--- src/hw/rtl/ps2mt_pkg.sv ---
// Shared types and constants for the PS/2 mouse packet tracker.
// No dependencies.
package ps2mt_pkg;

  localparam int unsigned BYTE_W    = 8;
  localparam int unsigned COORD_W   = 16;
  localparam int unsigned BUTTON_W  = 3;
  localparam int unsigned CFG_IDX_W = 4;

  localparam logic [BYTE_W-1:0] SYNC_MASK     = 8'h08;
  localparam logic [BYTE_W-1:0] OVERFLOW_MASK = 8'hC0;

  localparam logic [CFG_IDX_W-1:0] CFG_START_X = 4'd0;
  localparam logic [CFG_IDX_W-1:0] CFG_START_Y = 4'd1;

  localparam logic EV_MOVE   = 1'b0;
  localparam logic EV_BUTTON = 1'b1;

  // packet queue between front and back
  localparam int unsigned Q_AW    = 1;
  localparam int unsigned Q_DEPTH = 1 << Q_AW;

  typedef struct packed {
    logic [BYTE_W-1:0] rx_byte;
    logic              from_aux;
  } byte_t;

  typedef struct packed {
    logic               event_kind;
    logic [COORD_W-1:0] pos_x;
    logic [COORD_W-1:0] pos_y;
    logic [BUTTON_W-1:0] button_bits;
    logic               last;
  } event_t;

  typedef struct packed {
    logic [BUTTON_W-1:0] buttons;
    logic [BYTE_W-1:0]   dx;
    logic [BYTE_W-1:0]   dy;
  } pkt_t;

  typedef struct packed {
    logic                 valid;
    logic [CFG_IDX_W-1:0] index;
    logic [COORD_W-1:0]   data;
  } cfg_wr_t;

endpackage

--- src/hw/rtl/ps2mt_front.sv ---
// Byte front end: syncs on the header byte and assembles three-byte packets.
// Depends on ps2mt_pkg.
module ps2mt_front import ps2mt_pkg::*; (
  input  logic  clk,
  input  logic  rst,
  input  logic  byte_valid,
  output logic  byte_stall,
  input  byte_t byte_req,
  input  logic  q_full,
  output logic  push,
  output pkt_t  push_pkt
);

  typedef enum logic [1:0] {
    POS_HEADER,
    POS_DX,
    POS_DY
  } pos_t;

  pos_t              byte_position;
  logic [BYTE_W-1:0] header_byte;
  logic [BYTE_W-1:0] delta_x_byte;
  logic              take;

  assign byte_stall = q_full;
  assign take       = byte_valid && !byte_stall && byte_req.from_aux;

  assign push = take && (byte_position == POS_DY) &&
                ((header_byte & OVERFLOW_MASK) == '0);
  assign push_pkt.buttons = header_byte[BUTTON_W-1:0];
  assign push_pkt.dx      = delta_x_byte;
  assign push_pkt.dy      = byte_req.rx_byte;

  always_ff @(posedge clk) begin
    if (rst) begin
      byte_position <= POS_HEADER;
    end else if (take) begin
      unique case (byte_position)
        POS_HEADER: begin
          if ((byte_req.rx_byte & SYNC_MASK) != '0) begin
            header_byte   <= byte_req.rx_byte;
            byte_position <= POS_DX;
          end
        end
        POS_DX: begin
          delta_x_byte  <= byte_req.rx_byte;
          byte_position <= POS_DY;
        end
        default: begin
          byte_position <= POS_HEADER;
        end
      endcase
    end
  end

endmodule

--- src/hw/rtl/ps2mt_queue.sv ---
// Short packet queue between front and back ends.
// Depends on ps2mt_pkg.
module ps2mt_queue import ps2mt_pkg::*; (
  input  logic clk,
  input  logic rst,
  input  logic push,
  input  pkt_t push_pkt,
  output logic full,
  input  logic pop,
  output logic head_valid,
  output pkt_t head_pkt
);

  pkt_t            entries [Q_DEPTH];
  logic [Q_AW-1:0] wr_ptr;
  logic [Q_AW-1:0] rd_ptr;
  logic [Q_AW:0]   count;
  logic            do_push;
  logic            do_pop;

  assign full       = (count == (Q_AW+1)'(Q_DEPTH));
  assign head_valid = (count != '0);
  assign head_pkt   = entries[rd_ptr];
  assign do_push    = push && !full;
  assign do_pop     = pop && head_valid;

  always_ff @(posedge clk) begin
    if (do_push) begin
      entries[wr_ptr] <= push_pkt;
    end
  end

  always_ff @(posedge clk) begin
    if (rst) begin
      wr_ptr <= '0;
      rd_ptr <= '0;
      count  <= '0;
    end else begin
      if (do_push) wr_ptr <= wr_ptr + 1'b1;
      if (do_pop)  rd_ptr <= rd_ptr + 1'b1;
      if (do_push && !do_pop) count <= count + 1'b1;
      else if (do_pop && !do_push) count <= count - 1'b1;
    end
  end

endmodule

--- src/hw/rtl/ps2mt_back.sv ---
// Back end: applies packets to cursor and buttons, emits events into an output register.
// Depends on ps2mt_pkg.
module ps2mt_back import ps2mt_pkg::*; (
  input  logic    clk,
  input  logic    rst,
  input  cfg_wr_t cfg_wr,
  input  logic    head_valid,
  input  pkt_t    head_pkt,
  output logic    pop,
  output logic    event_valid,
  input  logic    event_stall,
  output event_t  event_req
);

  typedef enum logic {
    PH_FIRST,
    PH_BUTTON
  } phase_t;

  phase_t              phase;
  logic [COORD_W-1:0]  cursor_x;
  logic [COORD_W-1:0]  cursor_y;
  logic [BUTTON_W-1:0] held_buttons;
  logic [COORD_W-1:0]  cursor_x_next;
  logic [COORD_W-1:0]  cursor_y_next;
  logic [COORD_W+1:0]  x_sum;
  logic [COORD_W+1:0]  y_sum;
  logic                out_free;
  logic                adv;
  logic                moved;
  logic                btn_chg;

  assign out_free = !event_valid || !event_stall;
  assign adv      = head_valid && out_free;
  assign moved    = (head_pkt.dx != '0) || (head_pkt.dy != '0);
  assign btn_chg  = (head_pkt.buttons != held_buttons);

  // clamp at zero, wrap above
  assign x_sum = {2'b00, cursor_x} + {{(COORD_W+2-BYTE_W){head_pkt.dx[BYTE_W-1]}}, head_pkt.dx};
  assign y_sum = {2'b00, cursor_y} - {{(COORD_W+2-BYTE_W){head_pkt.dy[BYTE_W-1]}}, head_pkt.dy};
  assign cursor_x_next = x_sum[COORD_W+1] ? '0 : x_sum[COORD_W-1:0];
  assign cursor_y_next = y_sum[COORD_W+1] ? '0 : y_sum[COORD_W-1:0];

  assign pop = adv && !((phase == PH_FIRST) && moved && btn_chg);

  always_ff @(posedge clk) begin
    if (rst) begin
      phase        <= PH_FIRST;
      event_valid  <= 1'b0;
      cursor_x     <= '0;
      cursor_y     <= '0;
      held_buttons <= '0;
    end else begin
      if (out_free) event_valid <= 1'b0;
      if (adv) begin
        unique case (phase)
          PH_FIRST: begin
            if (moved) begin
              cursor_x              <= cursor_x_next;
              cursor_y              <= cursor_y_next;
              event_valid           <= 1'b1;
              event_req.event_kind  <= EV_MOVE;
              event_req.pos_x       <= cursor_x_next;
              event_req.pos_y       <= cursor_y_next;
              event_req.button_bits <= held_buttons;
              event_req.last        <= !btn_chg;
              if (btn_chg) phase <= PH_BUTTON;
            end else if (btn_chg) begin
              held_buttons          <= head_pkt.buttons;
              event_valid           <= 1'b1;
              event_req.event_kind  <= EV_BUTTON;
              event_req.pos_x       <= cursor_x;
              event_req.pos_y       <= cursor_y;
              event_req.button_bits <= head_pkt.buttons;
              event_req.last        <= 1'b1;
            end
          end
          PH_BUTTON: begin
            held_buttons          <= head_pkt.buttons;
            event_valid           <= 1'b1;
            event_req.event_kind  <= EV_BUTTON;
            event_req.pos_x       <= cursor_x;
            event_req.pos_y       <= cursor_y;
            event_req.button_bits <= head_pkt.buttons;
            event_req.last        <= 1'b1;
            phase                 <= PH_FIRST;
          end
          default: phase <= PH_FIRST;
        endcase
      end
      if (cfg_wr.valid) begin
        unique case (cfg_wr.index)
          CFG_START_X: cursor_x <= cfg_wr.data;
          CFG_START_Y: cursor_y <= cfg_wr.data;
          default: ;
        endcase
      end
    end
  end

  a_button_is_last: assert property (@(posedge clk) disable iff (rst)
    event_valid && (event_req.event_kind == EV_BUTTON) |-> event_req.last)
    else $error("button event not marked last");

  a_phase_has_pkt: assert property (@(posedge clk) disable iff (rst)
    (phase == PH_BUTTON) |-> head_valid)
    else $error("button phase without a queued packet");

  a_phase_holds_move: assert property (@(posedge clk) disable iff (rst)
    (phase == PH_BUTTON) |-> event_valid && (event_req.event_kind == EV_MOVE) &&
                             !event_req.last)
    else $error("button phase without pending move event");

endmodule

--- src/hw/rtl/ps2_mouse_packet_tracker.sv ---
// Top level of the PS/2 mouse packet tracker: front end, packet queue, back end.
// Depends on ps2mt_pkg, ps2mt_front, ps2mt_queue, ps2mt_back.
//
//   channel  handshake                  payload
//   byte     byte_valid / byte_stall    byte_req  (byte_t)
//   event    event_valid / event_stall  event_req (event_t)
//   cfg      cfg_valid / cfg_ready      cfg_index, cfg_data
//
// One byte request per cycle while byte_stall is low; a completed packet yields
// its events one per cycle while event_stall is low (move, then button, if both).
// Synchronous active-high reset clears position, buttons and packet sync.
// byte_stall rises when the two-entry packet queue is full; out stalls back up into it.
// cfg_ready is always high.
module ps2_mouse_packet_tracker import ps2mt_pkg::*; (
  input  logic                 clk,
  input  logic                 rst,
  input  logic                 byte_valid,
  output logic                 byte_stall,
  input  byte_t                byte_req,
  output logic                 event_valid,
  input  logic                 event_stall,
  output event_t               event_req,
  input  logic                 cfg_valid,
  output logic                 cfg_ready,
  input  logic [CFG_IDX_W-1:0] cfg_index,
  input  logic [COORD_W-1:0]   cfg_data
);

  logic    q_full;
  logic    push;
  pkt_t    push_pkt;
  logic    pop;
  logic    head_valid;
  pkt_t    head_pkt;
  cfg_wr_t cfg_wr;

  assign cfg_ready    = 1'b1;
  assign cfg_wr.valid = cfg_valid && cfg_ready;
  assign cfg_wr.index = cfg_index;
  assign cfg_wr.data  = cfg_data;

  ps2mt_front u_front (
    .clk        (clk),
    .rst        (rst),
    .byte_valid (byte_valid),
    .byte_stall (byte_stall),
    .byte_req   (byte_req),
    .q_full     (q_full),
    .push       (push),
    .push_pkt   (push_pkt)
  );

  ps2mt_queue u_queue (
    .clk        (clk),
    .rst        (rst),
    .push       (push),
    .push_pkt   (push_pkt),
    .full       (q_full),
    .pop        (pop),
    .head_valid (head_valid),
    .head_pkt   (head_pkt)
  );

  ps2mt_back u_back (
    .clk         (clk),
    .rst         (rst),
    .cfg_wr      (cfg_wr),
    .head_valid  (head_valid),
    .head_pkt    (head_pkt),
    .pop         (pop),
    .event_valid (event_valid),
    .event_stall (event_stall),
    .event_req   (event_req)
  );

endmodule
--- config.mk ---
export PLATFORM = sky130hd
export DESIGN_NAME = ps2_mouse_packet_tracker
export DESIGN_NICKNAME = d
export VERILOG_FILES = /design/src/hw/rtl/ps2mt_pkg.sv /design/src/hw/rtl/ps2mt_front.sv /design/src/hw/rtl/ps2mt_queue.sv /design/src/hw/rtl/ps2mt_back.sv /design/src/hw/rtl/ps2_mouse_packet_tracker.sv
export SDC_FILE = /design/constraint.sdc
export NUM_CORES = 1
export LEC_CHECK = 0
export ABC_AREA = 0
export BUFFER_PORTS_ARGS = -buffer_cell sky130_fd_sc_hd__buf_2
export CORE_MARGIN = 1
export CORE_UTILIZATION = 47
export DETAILED_ROUTE_END_ITERATION = 16
export PLACE_DENSITY = 0.71
export SLEW_MARGIN = 30
export SYNTH_ARGS = -nofsm -noshare
export SYNTH_HDL_FRONTEND = slang
export SYNTH_SLANG_ARGS = --single-unit
--- constraint.sdc ---
create_clock -name clk -period 4.65 [get_ports clk]
set_input_delay 0.6975 -clock clk [delete_from_list [all_inputs] [get_ports clk]]
set_output_delay 0.6975 -clock clk [all_outputs]
set_load 0.05 [all_outputs]
==> flow_summary.toml <==
[setup_path]
timing_worst_setup_path_type = "reg2reg"
timing.critical_path.mode_cell = "sky130_fd_sc_hd__o21ai_0"
worst_setup_path_start_kind = "flip-flop"
timing.critical_path.cells = "mux2_2, inv_1, ha_1, a21oi_1, o21ai_0, o41ai_1, o21ai_0, a211o_1, buf_4, or3_1, a311oi_1"
worst-endpoint-arrival_ps = 4290
worst_ep_required_time_ps = 4970
critical_path.max_fanout = 15
cpMaxStageDelayCell = "sky130_fd_sc_hd__a211o_1"
critical_path.max_stage_delay_ps = 520
setup.worst_path.end_class = "flip-flop"

[clock_tree]
clockRootBuffer = "sky130_fd_sc_hd__clkbuf_16"
clock_insertion_delay_worst_skew_ps = 430
hold_buffers = 0
cts_setup_buffers = 0
cts.sink_count = 132
tritoncts.num_buffers = 17
clock_tree.htree_level_count = 4
clock_path_buffers = 2
reg_clk_slew_reported_paths_ps = 60
cts_tree = "done"
postCtsResizedCells = 0

[floorplan]
design.portCount = 74
initial_core_util = 0.489
fp.coreArea_mm2 = 0.0140
placement_rows = 43
die_width_um = 123
fp.dieArea_mm2 = 0.0151
die_y_um = 123

[pwr]
totalPowerFinal_mw = 2.68
vdd_ir_drop_max_mv = 0.273
power.static_leakage_nw = 2.99
cellPowerDensity_mw_per_mm2 = 336

[finish]
fillers = 1152
flow.area_growth_from_synthesis_pct = 16.1
mostFrequentLayoutCell = "sky130_fd_sc_hd__edfxtp_1"
multi_input_comb_area_mm2 = 0.00315
design.final.nets = 798
mostFrequentLayoutCells = "sky130_fd_sc_hd__edfxtp_1 (88), sky130_fd_sc_hd__nand2_1 (86), sky130_fd_sc_hd__buf_2 (72), sky130_fd_sc_hd__nor2_1 (50), sky130_fd_sc_hd__dfxtp_1 (44)"
n_antenna_cell = 0
seq_area_mm2 = 0.00352
final_layout_size_suffix_gt1_frac = 0.192
final_standard_cell_utilization_of_the_core = 0.568

[logic_synthesis]
synth_cell_type_count = 58
synthesis.instances = 658
synthArstFlopShare = 0
synth_top_cell_by_area = "sky130_fd_sc_hd__edfxtp_1"
synth_seq_area_share = 0.513
synth_top_cell_area_share = 0.385
synth_seq_cells = 132
synth_top_flop_cell = "sky130_fd_sc_hd__edfxtp_1"
synthesis.yosys.warnings = 0
synthTopCellsByArea = "sky130_fd_sc_hd__edfxtp_1 (38%), sky130_fd_sc_hd__dfxtp_1 (13%), sky130_fd_sc_hd__ha_1 (6.4%), sky130_fd_sc_hd__nand2_1 (4.7%), sky130_fd_sc_hd__nor2_1 (2.8%)"
number_of_enable_flip_flop_cells_after_synthesis = 88
synth_area_per_cell_um2 = 10.4
synth_nets = 729
synth.cell_area_mm2 = 0.00687

[route]
via_count_normalized_by_instance_count = 5.86
routedWlPerCell_um = 18.0
drc_errors = 0
drtIter0Drc = 457
vias = 5389
postRouteWirelength_um = 16600
detailedRoute.firstPassIterationCount = 5
drt.antenna.violating_nets = 0

[sta]
fin_crit_ps = 3970
tns_ps = 0
fin_hold_ws_ps = 456
timing.final.max_slew_violations = 0
max_slew_margin = 0.382
post-route-period-util = 0.853
rsz0062_at_grt = "false"
final.setup_skew_ps = 8.96
timing.fmax_ghz = 0.252
finalSetupViolCount = 0
worst-slew-pin-transition_ps = 927
finalHoldViolCount = 0

[global_routing]
first_global_vias = 5136
grt_util_all_layers = 0.230
grt_first_pass_wirelength_um = 25700
grt_antenna_before_repair = 0
grt_start_max_net_pins = 73
grt_remaining_overflow = 0

[worst_hold_path]
min_path_type = "reg2reg"

[outcome]
status = "finished clean"

[placement]
gp_congestion = 0.930
port-buffer-count = 72
detailedPlacementHpwl_um = 12000

[job]
max_cap_violation_count = 0
==> metrics by stage <==
stage / cell area [µm²] / instances / setup WS [ps]
finish: 7970 / 920 / 682
floorplan: 6870 / 658 / 983
global route: 7970 / 920 / 427
CTS: 7970 / 920 / 722
global placement: 7370 / 887 / 966
detailed placement: 7390 / 888 / 790
==> worst paths after layout <==
kind | from | end | slack [ps] | cells after the start
max | flip-flop | u_back.cursor_y[14]$_SDFF_PP0_ | 680 | 11
min | u_front.delta_x_byte[5]$_DFFE_PP_ | u_queue.entries[1][13]$_DFFE_PP_ | 460 | 0
max reg2reg | flip-flop | u_back.cursor_y[14]$_SDFF_PP0_ | 680 | 11
min reg2reg | u_front.delta_x_byte[5]$_DFFE_PP_ | u_queue.entries[1][13]$_DFFE_PP_ | 460 | 0
==> worst max-delay path, delay by kind of cell (launching register included) <==
kind / cells / cell delay [ps]
compound gates: 6 / 1690
fa+ha+maj: 1 / 320
buf+inv: 2 / 570
flops: 1 / 470
mux: 1 / 450
simple gates: 1 / 350
==> state kept, by name (all words and copies together) (netlist names), named ones only <==
name                   cells
u_queue.entries           38
u_back.event_req          37
u_back.cursor_x           16
u_back.cursor_y           16
u_front.delta_x_byte       8
u_front.header_byte        5
u_back.held_buttons        3
u_front.byte_position      2
u_queue.count              2
u_back.event_valid         1
u_back.phase               1
u_queue.rd_ptr             1
u_queue.wr_ptr             1
==> layout make-up <==
class / count / share of cell area
flip-flops and latches: 132 / 0.442
inverters: 12 / 0.00565
well taps: 180 / 0.0282
clock inverters: 15 / 0.0193
multi-input cells: 483 / 0.395
clock buffers: 17 / 0.0534
repair buffers: 81 / 0.0562
==> where the power goes <==
group / leakage, nW / internal [mW] / switching [mW]
combinational: 1.56 / 0.0396 / 0.0646
sequential: 1.15 / 1.25 / 0.00639
clock: 0.280 / 0.791 / 0.528
==> synth_stat cells, drive strengths merged (2+ instances only) <==
library cell,count
a211o,2
a211oi,8
a21o,7
a21oi,38
a311oi,5
a31oi,16
and2,4
and3,8
buf,17
clkbuf,14
dfxtp,44
edfxtp,88
fa,2
ha,35
inv,12
mux2,10
mux2i,9
nand2,86
nand2b,5
nand3,20
nand3b,2
nand4,3
nor2,51
nor2b,5
nor3,13
nor3b,3
nor4,7
o21a,4
o21ai,38
o21bai,2
o22ai,9
o31a,2
o31ai,27
o41ai,3
or2,4
or3,12
or4,2
xnor2,15
xor2,16
==> cells by family after synthesis <==
family,share of synthesized area
AND/OR/NAND/NOR,0.156
flip-flops,0.513
buffers and inverters,0.0290
other,0.000546
AO/OA/AOI/OAI,0.163
adder cells (fa/ha/maj),0.0696
multiplexers,0.0295
XOR/XNOR,0.0395
==> metal layers <==
metal | up-vias | track usage | part of all wire
met4 | 0 | 0.117 | 0.034
li1 | 2586 | - | -
met1 | 2563 | 0.277 | 0.43
met3 | 43 | 0.0651 | 0.061
met2 | 197 | 0.373 | 0.48
met5 | - | 0 | 0
Note: power is estimated with default switching activity, not from simulation.
